**config.mk**
```make
export PLATFORM = sky130hd
export DESIGN_NAME = grid_line_path_walker_core
export DESIGN_NICKNAME = d
export VERILOG_FILES = /design/src/hw/rtl/glpw_pkg.sv /design/src/hw/rtl/grid_line_path_walker_core.sv /design/src/hw/rtl/glpw_front.sv /design/src/hw/rtl/glpw_queue.sv /design/src/hw/rtl/glpw_back.sv
export SDC_FILE = /design/constraint.sdc
export NUM_CORES = 1
export LEC_CHECK = 0
export ABC_AREA = 0
export BUFFER_PORTS_ARGS = -buffer_cell sky130_fd_sc_hd__buf_2
export CORE_MARGIN = 4
export CORE_UTILIZATION = 25
export DETAILED_ROUTE_END_ITERATION = 12
export PLACE_DENSITY = 0.41
export SLEW_MARGIN = 5
export SYNTH_ARGS = -nofsm -noshare
export SYNTH_HDL_FRONTEND = slang
export SYNTH_SLANG_ARGS = --single-unit
export TNS_END_PERCENT = 100
```
**constraint.sdc**
```tcl
create_clock -name clk -period 11.1 [get_ports clk]
set_clock_uncertainty 0.05 [all_clocks]
set_input_delay 2.22 -clock clk [delete_from_list [all_inputs] [get_ports clk]]
set_output_delay 2.22 -clock clk [all_outputs]
set_load 0.005 [all_outputs]
```
**src/hw/rtl/glpw_pkg.sv**
```systemverilog
package glpw_pkg;

  // port width of the coordinate fields
  localparam int FIELD_W = 6;
  localparam int HEIGHT_W = 16;
  // distance covered by one move along an axis
  localparam int GRID_STEP = 2;

  typedef enum logic {
    ST_IDLE,
    ST_WALK
  } walk_st_t;

endpackage

```
**src/hw/rtl/grid_line_path_walker_core.sv**
```systemverilog
// channel  direction  handshake              payload
// in       input      in_valid / in_stall    in_start_x, in_start_z, in_end_x, in_end_z, in_height
// out      output     out_valid / out_stall  out_point_x, out_point_z, out_point_height, out_last
//
// a path of n points (1 + x moves + z moves, up to 63) is walked one point a cycle while
// out_stall is low, and the walker returns through ST_IDLE to load the next command from the queue
// a two-entry command queue sits between the input classifier and the walker, so
// in_stall rises only when two paths wait behind the one being walked
// out_stall holds the output register and freezes the walker; reset is synchronous, rst_n low
module grid_line_path_walker_core #(
  parameter int COORD_BITS = 6
) (
  input  logic                                  clk,
  input  logic                                  rst_n,
  input  logic                                  in_valid,
  output logic                                  in_stall,
  input  logic signed [glpw_pkg::FIELD_W-1:0]   in_start_x,
  input  logic signed [glpw_pkg::FIELD_W-1:0]   in_start_z,
  input  logic signed [glpw_pkg::FIELD_W-1:0]   in_end_x,
  input  logic signed [glpw_pkg::FIELD_W-1:0]   in_end_z,
  input  logic signed [glpw_pkg::HEIGHT_W-1:0]  in_height,
  output logic                                  out_valid,
  input  logic                                  out_stall,
  output logic signed [glpw_pkg::FIELD_W-1:0]   out_point_x,
  output logic signed [glpw_pkg::FIELD_W-1:0]   out_point_z,
  output logic signed [glpw_pkg::HEIGHT_W-1:0]  out_point_height,
  output logic                                  out_last
);
  import glpw_pkg::*;

  localparam int QW = 4 * COORD_BITS + HEIGHT_W;

  logic [QW-1:0] cmd, q_data;
  logic          q_full, q_valid, q_pop, push;

  assign in_stall = q_full;
  assign push = in_valid && !q_full;

  glpw_front #(.CB(COORD_BITS), .QW(QW)) u_front (
    .start_x(in_start_x),
    .start_z(in_start_z),
    .end_x  (in_end_x),
    .end_z  (in_end_z),
    .height (in_height),
    .cmd    (cmd)
  );

  glpw_queue #(.QW(QW)) u_queue (
    .clk     (clk),
    .rst_n   (rst_n),
    .push    (push),
    .wdata   (cmd),
    .full    (q_full),
    .nonempty(q_valid),
    .pop     (q_pop),
    .rdata   (q_data)
  );

  glpw_back #(.CB(COORD_BITS), .QW(QW)) u_back (
    .clk             (clk),
    .rst_n           (rst_n),
    .q_valid         (q_valid),
    .q_data          (q_data),
    .q_pop           (q_pop),
    .out_valid       (out_valid),
    .out_stall       (out_stall),
    .out_point_x     (out_point_x),
    .out_point_z     (out_point_z),
    .out_point_height(out_point_height),
    .out_last        (out_last)
  );

endmodule

```
**src/hw/rtl/glpw_front.sv**
```systemverilog
module glpw_front #(
  parameter int CB = 6,
  parameter int QW = 4 * CB + 16
) (
  input  logic signed [glpw_pkg::FIELD_W-1:0]  start_x,
  input  logic signed [glpw_pkg::FIELD_W-1:0]  start_z,
  input  logic signed [glpw_pkg::FIELD_W-1:0]  end_x,
  input  logic signed [glpw_pkg::FIELD_W-1:0]  end_z,
  input  logic signed [glpw_pkg::HEIGHT_W-1:0] height,
  output logic [QW-1:0]                        cmd
);
  import glpw_pkg::*;

  logic [CB-1:0] x0, z0, x1, z1;
  logic [CB:0]   dx, dz, adx, adz;
  logic [CB-2:0] tx, tz;
  logic          neg_x, neg_z;

  // snap down to the even grid: clear bit 0
  assign x0 = {start_x[CB-1:1], 1'b0};
  assign z0 = {start_z[CB-1:1], 1'b0};
  assign x1 = {end_x[CB-1:1], 1'b0};
  assign z1 = {end_z[CB-1:1], 1'b0};

  assign dx = {x1[CB-1], x1} - {x0[CB-1], x0};
  assign dz = {z1[CB-1], z1} - {z0[CB-1], z0};
  assign neg_x = dx[CB];
  assign neg_z = dz[CB];
  assign adx = neg_x ? (~dx + 1'b1) : dx;
  assign adz = neg_z ? (~dz + 1'b1) : dz;
  // move counts: half the absolute distance
  assign tx = adx[CB-1:1];
  assign tz = adz[CB-1:1];

  assign cmd = {height, neg_z, neg_x, tz, tx, z0, x0};

endmodule

```
**src/hw/rtl/glpw_queue.sv**
```systemverilog
module glpw_queue #(
  parameter int QW = 40
) (
  input  logic          clk,
  input  logic          rst_n,
  input  logic          push,
  input  logic [QW-1:0] wdata,
  output logic          full,
  output logic          nonempty,
  input  logic          pop,
  output logic [QW-1:0] rdata
);

  logic [QW-1:0] mem_r [2];
  logic          wr_ptr_r, wr_ptr_nxt;
  logic          rd_ptr_r, rd_ptr_nxt;
  logic [1:0]    count_r, count_nxt;

  assign full = (count_r == 2'd2);
  assign nonempty = (count_r != 2'd0);
  assign rdata = mem_r[rd_ptr_r];

  always_comb begin
    wr_ptr_nxt = push ? ~wr_ptr_r : wr_ptr_r;
    rd_ptr_nxt = pop ? ~rd_ptr_r : rd_ptr_r;
    count_nxt = count_r;
    if (push && !pop) begin
      count_nxt = count_r + 2'd1;
    end else if (pop && !push) begin
      count_nxt = count_r - 2'd1;
    end
  end

  always_ff @(posedge clk) begin
    if (!rst_n) begin
      wr_ptr_r <= 1'b0;
      rd_ptr_r <= 1'b0;
      count_r <= 2'd0;
    end else begin
      wr_ptr_r <= wr_ptr_nxt;
      rd_ptr_r <= rd_ptr_nxt;
      count_r <= count_nxt;
    end
  end

  always_ff @(posedge clk) begin
    if (push) begin
      mem_r[wr_ptr_r] <= wdata;
    end
  end

  a_no_overfill: assert property (@(posedge clk) disable iff (!rst_n)
    count_r != 2'd3)
    else $error("queue count out of range");

  a_no_pop_empty: assert property (@(posedge clk) disable iff (!rst_n)
    pop |-> nonempty)
    else $error("pop from empty queue");

endmodule

```
**src/hw/rtl/glpw_back.sv**
```systemverilog
module glpw_back #(
  parameter int CB = 6,
  parameter int QW = 4 * CB + 16
) (
  input  logic                                  clk,
  input  logic                                  rst_n,
  input  logic                                  q_valid,
  input  logic [QW-1:0]                         q_data,
  output logic                                  q_pop,
  output logic                                  out_valid,
  input  logic                                  out_stall,
  output logic signed [glpw_pkg::FIELD_W-1:0]   out_point_x,
  output logic signed [glpw_pkg::FIELD_W-1:0]   out_point_z,
  output logic signed [glpw_pkg::HEIGHT_W-1:0]  out_point_height,
  output logic                                  out_last
);
  import glpw_pkg::*;

  localparam int TW = CB - 1;
  localparam int AW = 2 * CB - 2;
  localparam int O_Z0 = CB;
  localparam int O_TX = 2 * CB;
  localparam int O_TZ = O_TX + TW;
  localparam int O_NX = O_TZ + TW;
  localparam int O_NZ = O_NX + 1;
  localparam int O_H = O_NZ + 1;

  walk_st_t st_r, st_nxt;

  logic [CB-1:0]       x_r, x_nxt, z_r, z_nxt;
  logic [TW-1:0]       mx_r, mx_nxt, mz_r, mz_nxt;
  logic [TW-1:0]       tx_r, tx_nxt, tz_r, tz_nxt;
  logic [AW-1:0]       ex_r, ex_nxt, ez_r, ez_nxt;
  logic                nx_r, nx_nxt, nz_r, nz_nxt;
  logic [HEIGHT_W-1:0] h_r, h_nxt;

  logic                ov_r, ov_nxt;
  logic [CB-1:0]       px_r, px_nxt, pz_r, pz_nxt;
  logic [HEIGHT_W-1:0] ph_r, ph_nxt;
  logic                pl_r, pl_nxt;

  logic load, canx, canz, fin, gox;

  // output register takes a new word when empty or being drained
  assign load = !ov_r || !out_stall;
  assign canx = (mx_r != tx_r);
  assign canz = (mz_r != tz_r);
  assign fin = !canx && !canz;
  // ex_r = (mx+1)*tz and ez_r = (mz+1)*tx, kept by repeated adds
  assign gox = (canx && canz) ? (ex_r <= ez_r) : canx;

  always_comb begin
    st_nxt = st_r;
    q_pop = 1'b0;
    x_nxt = x_r;
    z_nxt = z_r;
    mx_nxt = mx_r;
    mz_nxt = mz_r;
    tx_nxt = tx_r;
    tz_nxt = tz_r;
    ex_nxt = ex_r;
    ez_nxt = ez_r;
    nx_nxt = nx_r;
    nz_nxt = nz_r;
    h_nxt = h_r;
    ov_nxt = ov_r;
    px_nxt = px_r;
    pz_nxt = pz_r;
    ph_nxt = ph_r;
    pl_nxt = pl_r;
    case (st_r)
      ST_IDLE: begin
        if (load) begin
          ov_nxt = 1'b0;
        end
        if (q_valid) begin
          q_pop = 1'b1;
          st_nxt = ST_WALK;
          x_nxt = q_data[CB-1:0];
          z_nxt = q_data[O_Z0 +: CB];
          tx_nxt = q_data[O_TX +: TW];
          tz_nxt = q_data[O_TZ +: TW];
          nx_nxt = q_data[O_NX];
          nz_nxt = q_data[O_NZ];
          h_nxt = q_data[O_H +: HEIGHT_W];
          mx_nxt = '0;
          mz_nxt = '0;
          ex_nxt = AW'(q_data[O_TZ +: TW]);
          ez_nxt = AW'(q_data[O_TX +: TW]);
        end
      end
      ST_WALK: begin
        if (load) begin
          ov_nxt = 1'b1;
          px_nxt = x_r;
          pz_nxt = z_r;
          ph_nxt = h_r;
          pl_nxt = fin;
          if (fin) begin
            st_nxt = ST_IDLE;
          end else if (gox) begin
            x_nxt = nx_r ? x_r - CB'(GRID_STEP) : x_r + CB'(GRID_STEP);
            mx_nxt = mx_r + 1'b1;
            ex_nxt = ex_r + AW'(tz_r);
          end else begin
            z_nxt = nz_r ? z_r - CB'(GRID_STEP) : z_r + CB'(GRID_STEP);
            mz_nxt = mz_r + 1'b1;
            ez_nxt = ez_r + AW'(tx_r);
          end
        end
      end
      default: begin
        st_nxt = ST_IDLE;
      end
    endcase
  end

  always_ff @(posedge clk) begin
    if (!rst_n) begin
      st_r <= ST_IDLE;
      ov_r <= 1'b0;
    end else begin
      st_r <= st_nxt;
      ov_r <= ov_nxt;
    end
  end

  always_ff @(posedge clk) begin
    x_r <= x_nxt;
    z_r <= z_nxt;
    mx_r <= mx_nxt;
    mz_r <= mz_nxt;
    tx_r <= tx_nxt;
    tz_r <= tz_nxt;
    ex_r <= ex_nxt;
    ez_r <= ez_nxt;
    nx_r <= nx_nxt;
    nz_r <= nz_nxt;
    h_r <= h_nxt;
    px_r <= px_nxt;
    pz_r <= pz_nxt;
    ph_r <= ph_nxt;
    pl_r <= pl_nxt;
  end

  assign out_valid = ov_r;
  assign out_point_x = FIELD_W'(px_r);
  assign out_point_z = FIELD_W'(pz_r);
  assign out_point_height = ph_r;
  assign out_last = pl_r;

  a_moves_bounded: assert property (@(posedge clk) disable iff (!rst_n)
    (st_r == ST_WALK) |-> (mx_r <= tx_r) && (mz_r <= tz_r))
    else $error("move count passed its total");

  a_pop_only_idle: assert property (@(posedge clk) disable iff (!rst_n)
    q_pop |-> (st_r == ST_IDLE))
    else $error("queue popped while walking");

  a_last_ends_walk: assert property (@(posedge clk) disable iff (!rst_n)
    (st_r == ST_WALK) && load && fin |=> (st_r == ST_IDLE) && out_valid && out_last)
    else $error("final point did not close the path");

  a_even_point: assert property (@(posedge clk) disable iff (!rst_n)
    (st_r == ST_WALK) |-> !x_r[0] && !z_r[0])
    else $error("path point off the grid");

endmodule
```
==> results.tsv, run 1 <==
stage	metric	value	unit
worst_setup_path	ff2ff_setup_slack	8.00	ns
logic_synthesis	synth.yosys.seq_area_share	0.639	
logic_synthesis	ys_types	53	
pwr	seq_power_share	0.425	
floorplanning	core	32500	sq um
worst_setup_path	cp-endpoint	u_back.x_r[1]	
timing	final.min_clock_period	3.95	ns
worst_setup_path	crit_chain	buf_2, a21boi_4, buf_4, nand2_1, a2bb2oi_2	
logic_synthesis	synth_cells	586	
floorplanning	die_y	190	microns
pwr	power_density	283	nW/um^2
layout	final_util	0.300	
clock_tree	clk_pin_slew	0.08	ns
worst_setup_path	crit_slowest_cell	a2bb2oi_2	
layout	finalNetCount	754	
placement	dp_slack	6.59	ns
logic_synthesis	synth_ff_type	edfxtp_1	
clock_tree	cts_setup_buffers	0	
pwr	vdd_drop_max	0.000143	V
layout	antenna_cells	0	
worst_setup_path	critPathMaxFanout	30	
placement	port_buffers	68	
logic_synthesis	synth_top_area_cell	edfxtp_1	
layout	syn_to_final_growth	18.3	%
logic_synthesis	yosys.area.top_type_share	0.622	
worst_setup_path	max_stage_delay	0.94	ns
logic_synthesis	ys_ff_latch	178	
pwr	p_int	1790	uW
logic_synthesis	ys_top_cells_by_area	edfxtp_1, ha_1, mux2_2	
worst_setup_path	critPathRequiredTime	11.09	ns
floorplanning	core.rowCount	66	
run_status	status	finished clean	
job	drv_cap	0	
logic_synthesis	synth-edff-count	171	
routing	viasPerCell	4.10	
logic_synthesis	yosysWarningCount	0	
timing	worst_pin_slew	1.25	ns
clock_tree	clockBufferDepth	2	
timing	finalHoldViolations	0	
routing	drc	0	
timing	tns	0	ns
worst_setup_path	reg2reg_depth	7	
clock_tree	hold_buffers	0	
worst_setup_path	critical-path-top-delay-family	compound AO/OA/AOI/OAI gates	
logic_synthesis	async_flop_share	0	
routing	avgRoutedWirePerCell	14.7	microns
floorplanning	die_w	190	microns
placement	hpwl	11400	microns
placement	gp_congestion	0.779	
routing	drtIter0Drc	221	
pwr	clock_power_share	0.228	
worst_setup_path	crit_arrival	3.94	ns
floorplanning	start_util	0.254	
global_routing	grt_antenna_before_repair	0	
layout	drive_above_1_share	0.228	
pwr	switchingPower	975	uW
floorplanning	dieArea	36000	sq um
clock_tree	cts_tree	built	
worst_setup_path	worst-path-buf-inv	2	
clock_tree	cts_root_buffer	clkbuf_16	
timing	finalMaxSlewViolations	0	
timing	layout_setup_ws	7.15	ns
hold_path	hp-start	u_back.h_r[9]	
global_routing	grt_pass1_wl	26600	microns
hold_path	min_path_type	reg -> reg	
routing	drt_pass1_iterations	4	
routing	vias	4587	
timing	slew_headroom	0.166	
timing	grt_setup_unrepaired	no	
clock_tree	numCtsBuffers	17	
pwr	p_sw_frac	0.353	
floorplanning	ios	75	
routing	routed_wl	16500	microns
clock_tree	worstSkewPairLatency	0.43	ns
layout	instances_no_fill	1118	
global_routing	grtUsageTotal	0.0949	
worst_setup_path	critPathLaunchType	input port	
routing	ant_nets	0	
clock_tree	clkSinkCount	178	
timing	setup_viol	0	
clock_tree	cts_resized	0	
global_routing	grt_pass1_vias	4909	
logic_synthesis	syn_area	8260	sq um
worst_setup_path	crit_path_start	out_stall	
timing	min_period_over_period	0.356	
worst_setup_path	cp.depth	5	
worst_setup_path	cp-end-kind	register	
pwr	p_leak	0.00362	uW
worst_setup_path	r2r-end	u_back.x_r[1]	
placement	place_inst	1086	
worst_setup_path	path_class	in -> reg	
global_routing	grt.overflow.total	0	
timing	fmax	253	MHz
global_routing	grt_max_degree	69	
logic_synthesis	syn_area_per_cell	14.1	sq um
clock_tree	cts_max_level	4	
pwr	combPwrFrac	0.347	
worst_setup_path	reg2reg_from	u_back.ez_r[5]	
## cell families after synthesis
family / after synthesis / share of synthesized area
buf+inv: 66 / 0.0339
simple gates: 114 / 0.0749
other cells: 1 / 0.000454
mux: 38 / 0.0509
xor+xnor: 49 / 0.0520
fa+ha+maj: 47 / 0.0767
compound gates: 93 / 0.0723
flops: 178 / 0.639
## state kept, by name, summed over array words and instances, names as in the netlist, named ones only
signal and count:
u_back.ex_r 10, u_back.ez_r 10, u_back.h_r 16, u_back.mx_r 5, u_back.mz_r 5, u_back.nx_r 1, u_back.nz_r 1, u_back.out_last 1
u_back.out_point_height 16, u_back.out_point_x 5, u_back.out_point_z 5, u_back.out_valid 1, u_back.st_r 1, u_back.tx_r 5, u_back.tz_r 5, u_back.x_r 5
u_back.z_r 5, u_queue.count_r 2, u_queue.mem_r 76, u_queue.rd_ptr_r 1, u_queue.wr_ptr_r 1
## area by class of cell
| class | instances | area, sq um |
|---|---|---|
| fill | 3334 | 22800 |
| sequential | 178 | 5280 |
| multi-input combinational | 343 | 2740 |
| tap | 442 | 553 |
| clock buffer | 18 | 429 |
| timing repair buffer | 74 | 385 |
| clock inverter | 14 | 204 |
| inverter | 49 | 184 |
## worst min path at each step
stage	to	slack (ns)	depth (start not counted)
2_1_floorplan	u_back.out_point_height[0]	0.35	0
3_3_place_gp	u_back.out_point_height[0]	0.35	0
3_5_place_dp	u_back.out_point_height[5]	0.36	0
4_1_cts	u_back.out_point_height[6]	0.37	0
5_1_grt	u_back.out_point_height[14]	0.38	0
6_report	u_back.out_point_height[9]	0.37	0
## worst reg2reg max path, cell delays in order (launching register included)
cell and delay (ns):
edfxtp_1 0.46, inv_1 0.08, ha_1 0.30, and4_1 0.21, o21ai_0 0.07, a31oi_1 0.10, o21ai_0 0.47, a2bb2oi_2 0.98
## cell usage after synthesis (4+ instances only)
cell,n
a211oi_1,7
nand2_1,20
inv_1,49
clkbuf_1,4
nor2_1,18
nor3_1,6
and2_1,18
o21a_1,4
xor2_1,14
a21oi_1,29
mux2_2,32
o21ai_0,23
buf_2,7
buf_4,4
edfxtp_1,171
nor2b_1,15
ha_1,41
dfxtp_1,7
a21o_1,8
fa_1,6
nand3_1,14
mux2i_1,6
xnor2_1,35
nand4_1,5
o2111ai_1,4
## metal layers
layer / part of all wire / global-route usage
met5: 0 / 0
met4: 0.015 / 0.0326
met3: 0.027 / 0.0167
met2: 0.49 / 0.158
met1: 0.47 / 0.125
## per-stage QoR
step,hold WS (ns),cell area [sq um],power [uW]
after global placement,0.351,9140,2130
after CTS,0.374,9770,2810
after detailed placement,0.355,9140,2170
final,0.372,9770,2760
after floorplan,0.350,8260,1860
after global routing,0.381,9770,2970
## placed cells by master (no fill, tap or decap), types with 7 or more instances in the layout
master	synthesis	layout
edfxtp_1	171	171
buf_2	7	68
inv_1	49	49
ha_1	41	41
xnor2_1	35	35
mux2_2	32	32
a21oi_1	29	29
o21ai_0	23	23
nand2_1	20	20
and2_1	18	18
nor2_1	18	17
clkbuf_16	0	17
nor2b_1	15	15
xor2_1	14	14
nand3_1	14	14
a21o_1	8	8
a211oi_1	7	7
## power groups by stage
stage	Combinational [uW]	Clock, uW	Sequential, uW
detailed placement	973	0	1200
CTS	983	650	1180
global route	1090	683	1200
global placement	944	0	1190
floorplan	691	0	1170
finish	959	630	1180
Power figures use the tool's default switching activity.
==> run 2, diff against run 1 <==
--- a/config.mk
+++ b/config.mk
@@ -5,7 +5,7 @@
 export SDC_FILE = /design/constraint.sdc
 export NUM_CORES = 1
 export LEC_CHECK = 0
-export ABC_AREA = 0
+export ABC_AREA = 1
 export BUFFER_PORTS_ARGS = -buffer_cell sky130_fd_sc_hd__buf_2
 export CORE_MARGIN = 4
 export CORE_UTILIZATION = 25
==> constraint.sdc (replaced) <==
create_clock -name clk -period 4.06 [get_ports clk]
set_clock_uncertainty 0.05 [all_clocks]
set_input_delay 0.812 -clock clk [delete_from_list [all_inputs] [get_ports clk]]
set_output_delay 0.812 -clock clk [all_outputs]
set_load 0.005 [all_outputs]
==> run 2 against run 1 <==
  * Highest routed layer is now met5
  * Combinational power rose to 2.7 times the previous value
  * Power grew to 2.7 times the previous value
  * Routed wire length rose by 3.3%
  * Largest power group unchanged
  * Largest cell class unchanged
  * Sequential power rose to 2.8 times the previous value
  * Register-to-register slack got worse by 6.7 ns
==> results.tsv, run 2 <==
stage	metric	value	unit
run_status	status	finished clean	
global_routing	grt.overflow.total	0	
clock_tree	cts_root_buffer	clkbuf_16	
logic_synthesis	synth.yosys.seq_area_share	0.644	
clock_tree	clkSinkCount	178	
clock_tree	numCtsBuffers	17	
clock_tree	clk_pin_slew	0.08	ns
timing	finalMaxSlewViolations	0	
worst_setup_path	critPathMaxFanout	11	
timing	grt_setup_unrepaired	no	
hold_path	min_path_type	reg -> reg	
logic_synthesis	yosys-top-cells-count	nand2_1, edfxtp_1, inv_1, nor2_1, ha_1	
worst_setup_path	crit_slowest_cell	nand2_1	
layout	syn_to_final_growth	17.9	%
logic_synthesis	ys_top_cells_by_area	edfxtp_1, nand2_1, ha_1	
layout	final_cell_mix	nand2_1, edfxtp_1, inv_1	
logic_synthesis	synth_ff_type	edfxtp_1	
worst_setup_path	cp_common_cell	nand3_1	
clock_tree	cts_max_level	4	
placement	port_buffers	68	
worst_setup_path	critical-path-top-delay-family	simple AND/OR/NAND/NOR gates	
layout	fill_cells	3325	
worst_setup_path	reg2reg_depth	10	
routing	ant_nets	0	
logic_synthesis	ys_types	32	
pwr	clock_power_share	0.211	
placement	gp_congestion	0.722	
global_routing	grt_pass1_vias	5073	
routing	drt_pass1_iterations	4	
layout	largest_register_ffs	76	
floorplanning	dieArea	35700	sq um
worst_setup_path	path_class	reg -> reg	
routing	drtIter0Drc	248	
logic_synthesis	yosys.area.top_type_share	0.627	
timing	final.min_clock_period	2.78	ns
pwr	power_density	774	nW/um^2
logic_synthesis	synth-edff-count	171	
logic_synthesis	syn_area_per_cell	11.1	sq um
clock_tree	worstSkewPairLatency	0.44	ns
layout	final_common_cell	nand2_1	
timing	setup_viol	0	
logic_synthesis	yosysWarningCount	0	
floorplanning	core	32000	sq um
worst_setup_path	ff2ff_setup_slack	1.28	ns
pwr	p_sw_frac	0.370	
worst_setup_path	reg2reg_from	u_back.ex_r[8]	
timing	finalHoldViolations	0	
pwr	combPwrFrac	0.349	
logic_synthesis	synth_cells	740	
worst_setup_path	r2r-end	u_back.ez_r[3]	
job	drv_cap	0	
logic_synthesis	synth_most_common_cell	nand2_1	
layout	stdcell_area	9650	sq um
worst_setup_path	critPathLaunchType	register	
floorplanning	core.rowCount	65	
routing	viasPerCell	4.02	
layout	drive_above_1_share	0.150	
pwr	switchingPower	2760	uW
worst_setup_path	crit_chain	ha_1, nand2_1, nor2_1, nand3_1, nand3_1, nand3_1, nand2_1, nand3_1, nand2_1, buf_4	
pwr	p_int	4710	uW
worst_setup_path	max_stage_delay	0.58	ns
layout	instances_no_fill	1270	
floorplanning	die_w	189	microns
layout	top_register	u_queue.mem_r	
floorplanning	die_y	189	microns
pwr	vdd_drop_max	0.000345	V
logic_synthesis	synth_top_area_cell	edfxtp_1	
timing	slew_headroom	0.358	
placement	post_dp_cell_area	9100	sq um
routing	avgRoutedWirePerCell	13.4	microns
worst_setup_path	cp-end-kind	register	
routing	vias	5105	
hold_path	hold_end	u_back.out_point_height[13]	
routing	routed_wl	17000	microns
worst_setup_path	critPathRequiredTime	4.14	ns
logic_synthesis	syn_area	8190	sq um
placement	hpwl	11500	microns
clock_tree	cts_tree	built	
timing	fmax	360	MHz
floorplanning	start_util	0.256	
hold_path	hp-start	u_back.h_r[13]	
worst_setup_path	worst-path-buf-inv	1	
timing	tns	0	ns
pwr	seq_power_share	0.441	
clock_tree	cts_resized	0	
global_routing	grt_max_degree	40	
clock_tree	cts_setup_buffers	0	
routing	drc	0	
hold_path	hold_depth	0	
worst_setup_path	cp.depth	10	
floorplanning	ios	75	
layout	finalNetCount	912	
global_routing	grt_pass1_wl	27400	microns
timing	min_period_over_period	0.685	
global_routing	grt_antenna_before_repair	4	
clock_tree	clockBufferDepth	2	
logic_synthesis	async_flop_share	0	
pwr	p_total	7470	uW
logic_synthesis	ys_ff_latch	178	
placement	place_inst	1237	
pwr	p_leak	0.00403	uW
timing	worst_pin_slew	0.962	ns
timing	timing.hold.ws	0.359	ns
global_routing	grtUsageTotal	0.0998	
worst_setup_path	crit_arrival	2.86	ns
clock_tree	hold_buffers	0	
==> run 2: changes by cell type after synthesis, sizes merged, moves of 15 or more <==
cell	previous run	this run
nor2b	16	0
and2	18	0
inv	49	93
xnor2	35	8
mux2	32	0
nand2	20	213
o21ai	25	40
nor2	18	49
==> run 2: power groups by stage <==
| stage | logic [uW] | registers (uW) | clock network [uW] |
|---|---|---|---|
| detailed placement | 2670 | 3340 | 0 |
| floorplan | 1860 | 3240 | 0 |
| finish | 2600 | 3290 | 1570 |
| global route | 3080 | 3370 | 1700 |
| global placement | 2660 | 3340 | 0 |
| CTS | 2690 | 3300 | 1620 |
==> run 2: cells by family (layout without fill, tap and decap cells) <==
| family | Yosys count | count (layout) | synth area share |
|---|---|---|---|
| AO/OA/AOI/OAI | 89 | 89 | 0.0605 |
| buffers and inverters | 109 | 202 | 0.0523 |
| XOR/XNOR | 18 | 18 | 0.0193 |
| adder cells (fa/ha/maj) | 47 | 47 | 0.0773 |
| AND/OR/NAND/NOR | 298 | 298 | 0.146 |
| flip-flops | 178 | 178 | 0.644 |
| other | 1 | 3 | 0.000458 |
==> run 2: per-layer routing <==
metal | part of all wire | wire length, microns | track usage | vias to the layer above
li1 | - | - | - | 2654
met2 | 0.44 | 7530 | 0.154 | 82
met3 | 0.060 | 1010 | 0.0360 | 19
met4 | 0.014 | 238 | 0.0378 | 6
met5 | 0.0024 | 41 | 0 | -
met1 | 0.48 | 8200 | 0.129 | 2344
==> run 2: final cells by class <==
| type | instances | area (sq um) | area share |
|---|---|---|---|
| sequential | 178 | 5280 | 0.546 |
| multi-input combinational | 454 | 2520 | 0.261 |
| tap | 435 | 544 | 0.0564 |
| clock buffer | 23 | 499 | 0.0517 |
| timing repair buffer | 77 | 408 | 0.0422 |
| inverter | 93 | 349 | 0.0362 |
| clock inverter | 9 | 52.6 | 0.00544 |
| antenna | 1 | 2.50 | 0.000259 |
==> run 2: worst max path at each step <==
stage / to / slack [ns] / start
2_1_floorplan: u_back.ez_r[0] / 0.95 / u_queue.count_r[0]
3_3_place_gp: u_back.ez_r[7] / 1.33 / u_back.ex_r[8]
3_5_place_dp: u_back.ez_r[7] / 1.31 / u_back.ex_r[8]
4_1_cts: u_back.ez_r[3] / 1.29 / u_back.ex_r[8]
5_1_grt: u_back.ez_r[3] / 1.05 / u_back.ex_r[8]
6_report: u_back.ez_r[3] / 1.28 / u_back.ex_r[8]
==> run 2: stage by stage <==
stage	worst slack [ns]	utilization
CTS	1.29	0.302
finish	1.28	0.302
floorplan	0.948	-
global placement	1.33	0.285
detailed placement	1.31	0.285
global route	1.05	0.302
